--- config.mk ---
export PLATFORM = sky130hd
export DESIGN_NAME = msgpack_value_skipper_core
export DESIGN_NICKNAME = d
export VERILOG_FILES = /design/src/rtl/mpvs_pkg.sv /design/src/rtl/mpvs_ram.sv /design/src/rtl/mpvs_dec_unit.sv /design/src/rtl/mpvs_fmt_dec.sv /design/src/rtl/msgpack_value_skipper_core.sv
export SDC_FILE = /design/constraint.sdc
export NUM_CORES = 2
export LEC_CHECK = 0
export BUFFER_PORTS_ARGS = -buffer_cell sky130_fd_sc_hd__clkbuf_2
export CAP_MARGIN = 25
export CORE_MARGIN = 2
export CORE_UTILIZATION = 43
export DETAILED_ROUTE_END_ITERATION = 7
export HOLD_SLACK_MARGIN = 0.02
export PLACE_DENSITY_LB_ADDON = 0.12
export SYNTH_ARGS = -nofsm -noshare
export SYNTH_HDL_FRONTEND = slang
export SYNTH_SLANG_ARGS = --single-unit
--- constraint.sdc ---
create_clock -name clk -period 7 [get_ports clk]
set_input_delay 1.4 -clock clk [delete_from_list [all_inputs] [get_ports clk]]
set_output_delay 1.4 -clock clk [all_outputs]
set_load 0.005 [all_outputs]
--- src/rtl/mpvs_pkg.sv ---
// Shared types, constants and format byte codes for the MessagePack value skipper.
`timescale 1ns / 1ps

package mpvs_pkg;

	// Stack of values-left counters
	localparam int STACK_DEPTH = 32;
	localparam int LVL_W       = $clog2(STACK_DEPTH);
	localparam int ENTRY_W     = 33;
	localparam int NEST_W      = 8;
	localparam int BYTES_W     = 32;

	// Format byte codes and masks
	localparam logic [7:0] FB_POSFIX_MAX = 8'h7f;
	localparam logic [7:0] FB_NEGFIX_MIN = 8'he0;
	localparam logic [7:0] FB_HI3_MASK   = 8'he0;
	localparam logic [7:0] FB_HI4_MASK   = 8'hf0;
	localparam logic [7:0] FB_FIXSTR     = 8'ha0;
	localparam logic [7:0] FB_FIXMAP     = 8'h80;
	localparam logic [7:0] FB_FIXARRAY   = 8'h90;
	localparam logic [7:0] FB_NIL        = 8'hc0;
	localparam logic [7:0] FB_FALSE      = 8'hc2;
	localparam logic [7:0] FB_TRUE       = 8'hc3;
	localparam logic [7:0] FB_BIN8       = 8'hc4;
	localparam logic [7:0] FB_BIN16      = 8'hc5;
	localparam logic [7:0] FB_BIN32      = 8'hc6;
	localparam logic [7:0] FB_FLOAT32    = 8'hca;
	localparam logic [7:0] FB_FLOAT64    = 8'hcb;
	localparam logic [7:0] FB_UINT8      = 8'hcc;
	localparam logic [7:0] FB_UINT16     = 8'hcd;
	localparam logic [7:0] FB_UINT32     = 8'hce;
	localparam logic [7:0] FB_UINT64     = 8'hcf;
	localparam logic [7:0] FB_INT8       = 8'hd0;
	localparam logic [7:0] FB_INT16      = 8'hd1;
	localparam logic [7:0] FB_INT32      = 8'hd2;
	localparam logic [7:0] FB_INT64      = 8'hd3;
	localparam logic [7:0] FB_STR8       = 8'hd9;
	localparam logic [7:0] FB_STR16      = 8'hda;
	localparam logic [7:0] FB_STR32      = 8'hdb;
	localparam logic [7:0] FB_ARRAY16    = 8'hdc;
	localparam logic [7:0] FB_ARRAY32    = 8'hdd;
	localparam logic [7:0] FB_MAP16      = 8'hde;
	localparam logic [7:0] FB_MAP32      = 8'hdf;
	localparam logic [7:0] FB_LEN5_MASK  = 8'h1f;
	localparam logic [7:0] FB_CNT4_MASK  = 8'h0f;

	typedef enum logic [1:0] {
		STAT_BUSY = 2'd0,
		STAT_DONE = 2'd1,
		STAT_ERR  = 2'd2
	} status_t;

	typedef enum logic [1:0] {
		PH_FORMAT  = 2'd0,
		PH_HEADER  = 2'd1,
		PH_PAYLOAD = 2'd2
	} phase_t;

	typedef enum logic [1:0] {
		HK_NONE  = 2'd0,
		HK_LEN   = 2'd1,
		HK_ARRAY = 2'd2,
		HK_MAP   = 2'd3
	} hkind_t;

	typedef enum logic [2:0] {
		ACT_VALUE   = 3'd0,
		ACT_PAYLOAD = 3'd1,
		ACT_OPEN    = 3'd2,
		ACT_HEADER  = 3'd3,
		ACT_ERR     = 3'd4
	} act_kind_t;

	// What a byte asks for once its phase is decoded
	typedef enum logic [2:0] {
		REQ_BUSY    = 3'd0,
		REQ_ERR     = 3'd1,
		REQ_VEND    = 3'd2,
		REQ_PAYLOAD = 3'd3,
		REQ_OPEN    = 3'd4
	} req_t;

	typedef enum logic [1:0] {
		SQ_IDLE = 2'd0,
		SQ_PROC = 2'd1,
		SQ_DECR = 2'd2,
		SQ_HOLD = 2'd3
	} seq_state_t;

	// Decoded format byte
	typedef struct packed {
		act_kind_t            kind;
		logic [BYTES_W-1:0]   len;
		logic [ENTRY_W-1:0]   cnt;
		hkind_t               hkind;
		logic [2:0]           hlen;
	} fmt_act_t;

endpackage

--- src/rtl/mpvs_ram.sv ---
// Generic single-write, single-read RAM with registered read data.
`timescale 1ns / 1ps

module mpvs_ram #(
	parameter int WIDTH = 8,
	parameter int DEPTH = 16
) (
	input  logic                     clk,
	input  logic                     we,
	input  logic [$clog2(DEPTH)-1:0] waddr,
	input  logic [WIDTH-1:0]         wdata,
	input  logic [$clog2(DEPTH)-1:0] raddr,
	output logic [WIDTH-1:0]         rdata
);

	logic [WIDTH-1:0] mem_q [DEPTH];

	always_ff @(posedge clk) begin
		if (we) begin
			mem_q[waddr] <= wdata;
		end
		rdata <= mem_q[raddr];
	end

endmodule

--- src/rtl/mpvs_dec_unit.sv ---
// Shared 33-bit decrement and zero test used for counters.
`timescale 1ns / 1ps

module mpvs_dec_unit
	import mpvs_pkg::*;
(
	input  logic [ENTRY_W-1:0] op,
	output logic [ENTRY_W-1:0] res,
	output logic               res_zero
);

	assign res      = op - ENTRY_W'(1);
	assign res_zero = (res == '0);

endmodule

--- src/rtl/mpvs_fmt_dec.sv ---
// Format byte decoder: maps a MessagePack format byte to an action.
`timescale 1ns / 1ps

module mpvs_fmt_dec
	import mpvs_pkg::*;
(
	input  logic [7:0] data,
	output fmt_act_t   act
);

	always_comb begin
		act.kind  = ACT_ERR;
		act.len   = '0;
		act.cnt   = '0;
		act.hkind = HK_NONE;
		act.hlen  = 3'd0;
		priority if (data <= FB_POSFIX_MAX || data >= FB_NEGFIX_MIN) begin
			act.kind = ACT_VALUE;
		end else if ((data & FB_HI3_MASK) == FB_FIXSTR) begin
			act.kind = ACT_PAYLOAD;
			act.len  = BYTES_W'(data & FB_LEN5_MASK);
		end else if ((data & FB_HI4_MASK) == FB_FIXMAP) begin
			act.kind = ACT_OPEN;
			act.cnt  = {ENTRY_W'(data & FB_CNT4_MASK)} << 1;
		end else if ((data & FB_HI4_MASK) == FB_FIXARRAY) begin
			act.kind = ACT_OPEN;
			act.cnt  = ENTRY_W'(data & FB_CNT4_MASK);
		end else begin
			unique case (data)
				FB_NIL, FB_FALSE, FB_TRUE: act.kind = ACT_VALUE;
				FB_BIN8, FB_STR8: begin
					act.kind = ACT_HEADER; act.hkind = HK_LEN; act.hlen = 3'd1;
				end
				FB_BIN16, FB_STR16: begin
					act.kind = ACT_HEADER; act.hkind = HK_LEN; act.hlen = 3'd2;
				end
				FB_BIN32, FB_STR32: begin
					act.kind = ACT_HEADER; act.hkind = HK_LEN; act.hlen = 3'd4;
				end
				FB_UINT8, FB_INT8: begin
					act.kind = ACT_PAYLOAD; act.len = BYTES_W'(1);
				end
				FB_UINT16, FB_INT16: begin
					act.kind = ACT_PAYLOAD; act.len = BYTES_W'(2);
				end
				FB_FLOAT32, FB_UINT32, FB_INT32: begin
					act.kind = ACT_PAYLOAD; act.len = BYTES_W'(4);
				end
				FB_FLOAT64, FB_UINT64, FB_INT64: begin
					act.kind = ACT_PAYLOAD; act.len = BYTES_W'(8);
				end
				FB_ARRAY16: begin
					act.kind = ACT_HEADER; act.hkind = HK_ARRAY; act.hlen = 3'd2;
				end
				FB_ARRAY32: begin
					act.kind = ACT_HEADER; act.hkind = HK_ARRAY; act.hlen = 3'd4;
				end
				FB_MAP16: begin
					act.kind = ACT_HEADER; act.hkind = HK_MAP; act.hlen = 3'd2;
				end
				FB_MAP32: begin
					act.kind = ACT_HEADER; act.hkind = HK_MAP; act.hlen = 3'd4;
				end
				default: act.kind = ACT_ERR;
			endcase
		end
	end

endmodule

--- src/rtl/msgpack_value_skipper_core.sv ---
// Top level of the MessagePack value skipper: sequencer, counter stack and result register.
`timescale 1ns / 1ps

//  channel | signals                               | dir | item
//  --------+---------------------------------------+-----+-------------------------------
//  in      | in_valid, in_ready, data_byte,        | in  | one byte of the message
//          | final_byte                            |     |
//  out     | out_valid, out_ready, status,         | out | one result per byte
//          | bytes_used, nest_level                |     |
//
//  A byte that does not finish a value is accepted, then decoded.
//  A byte that finishes a value then steps through the stack counters checked by the
//  shared decrement unit, one counter per step (one per container closed, plus one).
//  A result waiting in the output register stalls only the final step of the next byte.
//  Reset clears the sequencer and restarts at format-byte phase with one value pending;
//  the stack RAM needs no clearing since every entry is written before it is read.

module msgpack_value_skipper_core
	import mpvs_pkg::*;
(
	input  logic               clk,
	input  logic               arst_n,
	input  logic               in_valid,
	output logic               in_ready,
	input  logic [7:0]         data_byte,
	input  logic               final_byte,
	output logic               out_valid,
	input  logic               out_ready,
	output logic [1:0]         status,
	output logic [BYTES_W-1:0] bytes_used,
	output logic [NEST_W-1:0]  nest_level
);

	// Sequencer and decode state
	seq_state_t         state_q, state_nx;
	phase_t             phase_q, phase_nx;
	hkind_t             hkind_q, hkind_nx;
	logic [2:0]         hleft_q, hleft_nx;
	logic [31:0]        haccum_q, haccum_nx;
	logic [BYTES_W-1:0] pleft_q, pleft_nx;
	logic [LVL_W-1:0]   level_q, level_nx;
	logic [ENTRY_W-1:0] tos_q, tos_nx;      // values_left[level], kept out of the RAM
	logic [BYTES_W-1:0] btotal_q, btotal_nx;
	logic               pop_q, pop_nx;      // RAM read data feeds the unit this cycle
	status_t            st_q;               // status parked while output is full

	// Latched input item
	logic [7:0]         byte_q;
	logic               fin_q;
	logic [LVL_W-1:0]   held_q;

	// Output register
	logic               out_valid_q;
	status_t            out_st_q;
	logic [BYTES_W-1:0] out_bytes_q;
	logic [NEST_W-1:0]  out_nest_q;

	logic               accept;
	logic               out_free;
	logic               emit;
	logic               restart;
	logic               res_valid;
	status_t            res_st;
	status_t            fin_st;
	logic               go_decr;

	// Stack RAM
	logic               ram_we;
	logic [LVL_W-1:0]   ram_raddr;
	logic [ENTRY_W-1:0] ram_rdata;

	// Shared decrement unit
	logic [ENTRY_W-1:0] unit_op;
	logic [ENTRY_W-1:0] unit_res;
	logic               unit_zero;

	fmt_act_t           fmt_act;

	mpvs_fmt_dec u_fmt_dec (
		.data (byte_q),
		.act  (fmt_act)
	);

	mpvs_dec_unit u_dec_unit (
		.op       (unit_op),
		.res      (unit_res),
		.res_zero (unit_zero)
	);

	mpvs_ram #(
		.WIDTH (ENTRY_W),
		.DEPTH (STACK_DEPTH)
	) u_stack_ram (
		.clk   (clk),
		.we    (ram_we),
		.waddr (level_q),
		.wdata (tos_q),
		.raddr (ram_raddr),
		.rdata (ram_rdata)
	);

	assign accept   = in_valid && in_ready;
	assign out_free = !out_valid_q || out_ready;
	assign emit     = res_valid && out_free;
	// a byte that leaves the value open on the last byte of the buffer is an error
	assign fin_st   = (res_st == STAT_BUSY && fin_q) ? STAT_ERR : res_st;
	// Restart after a complete value or an error
	assign restart  = emit && fin_st != STAT_BUSY;

	// The unit counts down the top counter while unwinding, else the payload count
	assign unit_op  = (state_q == SQ_DECR) ? (pop_q ? ram_rdata : tos_q)
	                                        : {1'b0, pleft_q};

	// Handshake outputs
	always_comb begin
		in_ready   = (state_q == SQ_IDLE);
		out_valid  = out_valid_q;
		status     = out_st_q;
		bytes_used = out_bytes_q;
		nest_level = out_nest_q;
	end

	// Next state
	always_comb begin
		state_nx = state_q;
		unique case (state_q)
			SQ_IDLE: if (accept) state_nx = SQ_PROC;
			SQ_PROC: begin
				if (go_decr)        state_nx = SQ_DECR;
				else if (res_valid) state_nx = emit ? SQ_IDLE : SQ_HOLD;
			end
			SQ_DECR: if (res_valid) state_nx = emit ? SQ_IDLE : SQ_HOLD;
			SQ_HOLD: if (out_free)  state_nx = SQ_IDLE;
			default: state_nx = SQ_IDLE;
		endcase
	end

	// Datapath and stack control
	always_comb begin
		req_t               req;
		logic [BYTES_W-1:0] req_len;
		logic [ENTRY_W-1:0] req_cnt;
		logic [31:0]        accum_n;
		logic [2:0]         hleft_n;

		phase_nx  = phase_q;
		hkind_nx  = hkind_q;
		hleft_nx  = hleft_q;
		haccum_nx = haccum_q;
		pleft_nx  = pleft_q;
		level_nx  = level_q;
		tos_nx    = tos_q;
		btotal_nx = btotal_q;
		pop_nx    = 1'b0;
		res_valid = 1'b0;
		res_st    = STAT_BUSY;
		go_decr   = 1'b0;
		ram_we    = 1'b0;
		ram_raddr = level_q - LVL_W'(1);
		req       = REQ_BUSY;
		req_len   = '0;
		req_cnt   = '0;
		accum_n   = {haccum_q[23:0], byte_q};
		hleft_n   = hleft_q - 3'd1;

		unique case (state_q)
			SQ_IDLE: begin
				if (accept && btotal_q != '1) begin
					btotal_nx = btotal_q + BYTES_W'(1);
				end
			end

			SQ_PROC: begin
				unique case (phase_q)
					PH_FORMAT: begin
						unique case (fmt_act.kind)
							ACT_VALUE:   req = REQ_VEND;
							ACT_PAYLOAD: begin
								req     = REQ_PAYLOAD;
								req_len = fmt_act.len;
							end
							ACT_OPEN: begin
								req     = REQ_OPEN;
								req_cnt = fmt_act.cnt;
							end
							ACT_HEADER: begin
								req       = REQ_BUSY;
								phase_nx  = PH_HEADER;
								hkind_nx  = fmt_act.hkind;
								hleft_nx  = fmt_act.hlen;
								haccum_nx = '0;
							end
							default:     req = REQ_ERR;
						endcase
					end
					PH_HEADER: begin
						haccum_nx = accum_n;
						hleft_nx  = hleft_n;
						if (hleft_n != 3'd0) begin
							req = REQ_BUSY;
						end else begin
							phase_nx = PH_FORMAT;
							unique case (hkind_q)
								HK_LEN: begin
									req     = REQ_PAYLOAD;
									req_len = accum_n;
								end
								HK_MAP: begin
									req     = REQ_OPEN;
									req_cnt = {accum_n, 1'b0};
								end
								default: begin
									req     = REQ_OPEN;
									req_cnt = {1'b0, accum_n};
								end
							endcase
						end
					end
					PH_PAYLOAD: begin
						pleft_nx = unit_res[BYTES_W-1:0];
						if (unit_zero) begin
							phase_nx = PH_FORMAT;
							req      = REQ_VEND;
						end else begin
							req = REQ_BUSY;
						end
					end
					default: req = REQ_ERR;
				endcase

				// Resolve what the byte asked for
				unique case (req)
					REQ_BUSY: begin
						res_valid = 1'b1;
						res_st    = STAT_BUSY;
					end
					REQ_ERR: begin
						res_valid = 1'b1;
						res_st    = STAT_ERR;
					end
					REQ_VEND: go_decr = 1'b1;
					REQ_PAYLOAD: begin
						if (req_len == '0) begin
							go_decr = 1'b1;
						end else begin
							phase_nx  = PH_PAYLOAD;
							pleft_nx  = req_len;
							res_valid = 1'b1;
							res_st    = STAT_BUSY;
						end
					end
					REQ_OPEN: begin
						if (req_cnt == '0) begin
							go_decr = 1'b1;
						end else if (level_q == LVL_W'(STACK_DEPTH - 1)) begin
							// no room for another counter
							res_valid = 1'b1;
							res_st    = STAT_ERR;
						end else begin
							ram_we    = 1'b1;
							level_nx  = level_q + LVL_W'(1);
							tos_nx    = req_cnt;
							phase_nx  = PH_FORMAT;
							res_valid = 1'b1;
							res_st    = STAT_BUSY;
						end
					end
					default: begin
						res_valid = 1'b1;
						res_st    = STAT_ERR;
					end
				endcase
			end

			SQ_DECR: begin
				// one counter per cycle: count off a value, close the container if empty
				tos_nx = unit_res;
				if (!unit_zero) begin
					res_valid = 1'b1;
					res_st    = STAT_BUSY;
				end else if (level_q == '0) begin
					res_valid = 1'b1;
					res_st    = STAT_DONE;
				end else begin
					level_nx = level_q - LVL_W'(1);
					pop_nx   = 1'b1;
				end
			end

			SQ_HOLD: begin
				res_valid = 1'b1;
				res_st    = st_q;
			end

			default: ;
		endcase
	end

	// Control registers
	always_ff @(posedge clk or negedge arst_n) begin
		if (!arst_n) begin
			state_q     <= SQ_IDLE;
			phase_q     <= PH_FORMAT;
			hkind_q     <= HK_NONE;
			hleft_q     <= 3'd0;
			haccum_q    <= '0;
			pleft_q     <= '0;
			level_q     <= '0;
			tos_q       <= ENTRY_W'(1);
			btotal_q    <= '0;
			pop_q       <= 1'b0;
			st_q        <= STAT_BUSY;
			out_valid_q <= 1'b0;
		end else begin
			state_q  <= state_nx;
			pop_q    <= pop_nx;
			if (restart) begin
				phase_q  <= PH_FORMAT;
				hkind_q  <= HK_NONE;
				hleft_q  <= 3'd0;
				haccum_q <= '0;
				pleft_q  <= '0;
				level_q  <= '0;
				tos_q    <= ENTRY_W'(1);
				btotal_q <= '0;
			end else begin
				phase_q  <= phase_nx;
				hkind_q  <= hkind_nx;
				hleft_q  <= hleft_nx;
				haccum_q <= haccum_nx;
				pleft_q  <= pleft_nx;
				level_q  <= level_nx;
				tos_q    <= tos_nx;
				btotal_q <= btotal_nx;
			end
			if (res_valid) begin
				st_q <= res_st;
			end
			if (emit) begin
				out_valid_q <= 1'b1;
			end else if (out_ready) begin
				out_valid_q <= 1'b0;
			end
		end
	end

	// Payload registers
	always_ff @(posedge clk) begin
		if (accept) begin
			byte_q <= data_byte;
			fin_q  <= final_byte;
			held_q <= level_q;
		end
		if (emit) begin
			out_st_q    <= fin_st;
			out_bytes_q <= btotal_q;
			// an error reports the depth held when the byte arrived; a complete value sits at zero
			out_nest_q  <= (fin_st == STAT_ERR) ? NEST_W'(held_q) : NEST_W'(level_nx);
		end
	end

endmodule

==> results by group <==
Job
  • Max-cap check violation count: 0

Worst setup path
  • Setup crit start kind: flop
  • Reg2reg start: tos_q[1]$_DFFE_PN0P_
  • Cells along the critical path: mux2_2, mux2i_1, ha_1, o211a_1, nand3_1, nor4_1, nand2_1, xor2_1, nor4_2, buf_4, a31oi_1, a211oi_4, buf_12, a211oi_1
  • Largest stage delay on the critical path: 0.87 ns
  • Worst R2R Path Depth: 14
  • WP data required: 7.59 ns
  • Crit path DAT: 6.52 ns
  • Critical path endpoint category: flop
  • Critical path's slowest cell: nor4_1
  • Reg2Reg Setup Slack: 1.07 ns
  • CP max FO: 96
  • Worst setup path category: flop to flop
  • R2r endpoint: tos_q[28]$_DFFE_PN0P_

STA
  • Unrepaired setup endpoints after global routing: false
  • Peak Freq: 168.7 MHz
  • Min cycle time layout: 5.928 ns
  • Final Cycle Share: 84.69%
  • Final setup TNS: 0 ns
  • Max Slew Vio Count: 0
  • Final Skew: 0.02307 ns
  • Relative slew margins: 30.34%
  • Actual slew at the worst max-slew pin: 1.045 ns
  • Final hold vios: 0
  • Final setup fails: 0

Synthesis
  • Synth Flop Type: edfxtp_1
  • Post-Synthesis Cells: 2898
  • Number of synthesized flops with an enable pin: 1109
  • Post-Syn Area: 52440 µm²
  • Register area share after synthesis: 71.40%
  • Synth Warn #: 0
  • Syn avg cell area: 18.09 µm²
  • FF+latch count, synth: 1281
  • Yosys cell types: 79
  • Async SR Flop Fraction: 10.85%

Finish
  • Share of post-route cells with drive strength above 1: 25.54%
  • FILL cells: 10010
  • Sequential Area: 37450 µm²
  • Final non-filler cell total: 4790
  • Area grow syn2layout: 15.13%
  • Multi-input gate area: 14620 µm²
  • Nets@finish: 3084

CTS
  • Clock Tree Root: clkbuf_16
  • TritonCTS clock tree: built
  • Number of clock sinks: 1281
  • H-tree depth: 4
  • CTS-repair resized insts: 0
  • Clk slew on worst S/H paths: 0.06 ns
  • Cts bufs inserted: 139
  • Setup repair bufs after CTS: 0
  • Clock Path Buffers: 3
  • Later-pin clock latency in the skew report: 0.78 ns
  • Cts hold-fix bufs: 0

Drt
  • Metal-1 WL: 62770 µm
  • Routed WL: 146100 µm
  • Routed WL per cell: 30.51 µm
  • Met3 wire len: 8666 µm
  • ANT nets after route: 0
  • Via count: 28390
  • Highest Signal Layer: met4
  • Post-route DRC: 0
  • DR pass1 iterations: 7
  • Avg Vias per Cell: 5.927
  • Met2 wire length: 71330 µm
  • First-iteration detailed-routing DRC count: 2873

Die
  • Die ar.: 124800 µm²
  • Row cnt: 128
  • Die Ht: 353.2 µm
  • Core area: 121400 µm²
  • Starting Density: 43.20%
  • Chip width: 353.2 µm
  • Io pins: 57

Place
  • Placed Cells: 4522
  • PortBufs: 53
  • Detailed placer's ending HPWL: 84570 µm
  • Final GP Congestion: 0.9302

Power and ir drop
  • Leak Pwr: 19.46 nW
  • Power Dens Cells: 387.7 nW/µm²
  • Peak supply drop: 0.0002668 V

Global route
  • Initial antenna violation count: 1
  • Global-route wire length before repair: 210100 µm
  • GRT Total Usage: 23.49%
  • Largest net degree at the start of global routing: 98
  • Vias in the first global route: 28880
  • Gr ovfl total: 0

Hold path
  • Hold endpoint: st_q[0]$_DFFE_PN0N_
  • Worst Hold Path Cells: 2
  • Hold path start: st_q[0]$_DFFE_PN0N_
  • Hold crit path type: flop to flop

Outcome
  • Status: complete, no violations
-- worst max path at each step --
stage                            from                      end  slack, ns  depth (start not counted)
3_5_place_dp     tos_q[1]$_DFFE_PN0P_  pleft_q[30]$_DFFE_PN0P_       0.67                         13
4_1_cts          tos_q[1]$_DFFE_PN0P_    tos_q[28]$_DFFE_PN0P_       0.64                         13
3_3_place_gp     tos_q[1]$_DFFE_PN0P_     level_q[4]$_DFF_PN0_       1.02                         13
2_1_floorplan  state_q[0]$_DFFE_PN0P_  bytes_used[0]$_DFFE_PP_       1.51                         15
5_1_grt          tos_q[1]$_DFFE_PN0P_  pleft_q[27]$_DFFE_PN0P_       0.72                         14
6_report         tos_q[1]$_DFFE_PN0P_    tos_q[28]$_DFFE_PN0P_       1.07                         14
-- final cells by class --
cell class              count  area share (%)
repair buffers            158           2.810
clock inverters            58          0.9658
flip-flops and latches   1281           62.03
inverters                  21          0.1306
clock buffers             190           6.468
multi-input cells        1456           24.22
well taps                1625           3.368
diodes                      1        0.004145
-- critical path: cells and delay by family (launching register included) --
family	cells	cell delay, ns
buffers and inverters	2	0.68
muxes	2	0.86
xor gates and xnor gates	1	0.24
DFF	1	0.72
AOI/OAI and AO/OA	4	0.90
adders and majority gates	1	0.38
and+or+nand+nor	4	1.80
-- cell usage in the layout (no fill, tap or decap), types with 11 or more instances in the layout --
master / netlist / final
a211oi_1: 26 / 26
a21o_1: 20 / 19
a21oi_1: 110 / 109
a311oi_1: 25 / 25
a31oi_1: 11 / 11
and3_1: 22 / 22
buf_12: 0 / 23
buf_16: 0 / 17
buf_4: 4 / 62
clkbuf_1: 116 / 32
clkbuf_16: 0 / 143
clkbuf_2: 0 / 53
clkbuf_8: 0 / 15
clkinv_1: 1 / 16
clkinv_2: 0 / 19
conb_1: 1 / 36
dfrtp_1: 138 / 136
dfxtp_1: 33 / 33
edfxtp_1: 1109 / 1109
ha_1: 14 / 12
inv_1: 20 / 20
mux2_2: 47 / 47
mux2i_1: 39 / 39
mux4_2: 330 / 330
nand2_1: 125 / 125
nand3_1: 68 / 68
nand4_1: 24 / 24
nor2_1: 199 / 166
nor2_4: 0 / 32
nor2b_1: 35 / 35
nor3_1: 34 / 34
nor4_1: 17 / 16
o21ai_0: 65 / 65
o311ai_0: 11 / 11
xnor2_1: 31 / 29
xor2_1: 27 / 26
-- Yosys cell counts, types with 22 or more instances --
| library cell | n | area share [%] |
|---|---|---|
| a311oi_1 | 25 | 0.42 |
| nor3_1 | 34 | 0.32 |
| nand4_1 | 24 | 0.29 |
| edfxtp_1 | 1109 | 64 |
| dfrtp_1 | 138 | 6.6 |
| mux2_2 | 47 | 1.0 |
| mux2i_1 | 39 | 0.74 |
| nand3_1 | 68 | 0.65 |
| nor2_1 | 199 | 1.4 |
| o21ai_0 | 65 | 0.62 |
| mux4_2 | 330 | 14 |
| xnor2_1 | 31 | 0.52 |
| clkbuf_1 | 116 | 0.83 |
| a21oi_1 | 110 | 1.0 |
| xor2_1 | 27 | 0.45 |
| buf_1 | 32 | 0.23 |
| nor2b_1 | 35 | 0.42 |
| nand2_1 | 125 | 0.89 |
| dfxtp_1 | 33 | 1.3 |
| a211oi_1 | 26 | 0.37 |
| and3_1 | 22 | 0.26 |
-- kinds of logic (layout without fill, tap and decap cells) --
logic type	Yosys count	after routing	share of synthesized area [%]
mux	423	423	16.12
other cells	1	37	0.007151
compound gates	330	330	4.080
xor+xnor	58	58	0.9687
flops	1281	1281	71.40
buf+inv	196	427	1.582
fa+ha+maj	14	14	0.3341
simple gates	595	595	5.502
-- flip-flops by register name, indices dropped and copies added, names as in the netlist --
signal and count:
held_q 5, u_stack_ram.mem_q 1056, status 2, st_q 2, hleft_q 3, out_valid 1, state_q 2, btotal_q 32
phase_q 2, level_q 5, pop_q 1, hkind_q 2, nest_level 5, pleft_q 32, bytes_used 32, haccum_q 24
byte_q 8, u_stack_ram.rdata 33, fin_q 1, tos_q 33
-- routing by layer --
layer | vias up | global-route usage [%]
li1 | 12000 | -
met1 | 15230 | 32.62
met2 | 970 | 37.93
met3 | 190 | 4.496
met4 | 0 | 6.928
met5 | - | 0
-- power breakdown --
group          total, W  leakage, nW  internal (W)  switching, W
Clock           0.00719         2.19       0.00418       0.00301
Sequential       0.0104         12.2       0.00962      0.000810
Combinational   0.00578         5.09       0.00248       0.00331
-- metrics by stage --
stage | hold WS (ns) | setup slack [ns] | power [W] | area [µm²] | util, %
after floorplan | 0.4231 | 1.510 | 0.01412 | 52570 | -
after global placement | 0.4624 | 1.021 | 0.01598 | 55260 | 45.52
after detailed placement | 0.4772 | 0.6688 | 0.01613 | 55420 | 45.65
after CTS | 0.4923 | 0.6408 | 0.02335 | 59910 | 49.35
after global routing | 0.5157 | 0.7191 | 0.02438 | 60370 | 49.73
final | 0.4910 | 1.072 | 0.02340 | 60370 | 49.73
(Power assumes the default switching activity.)
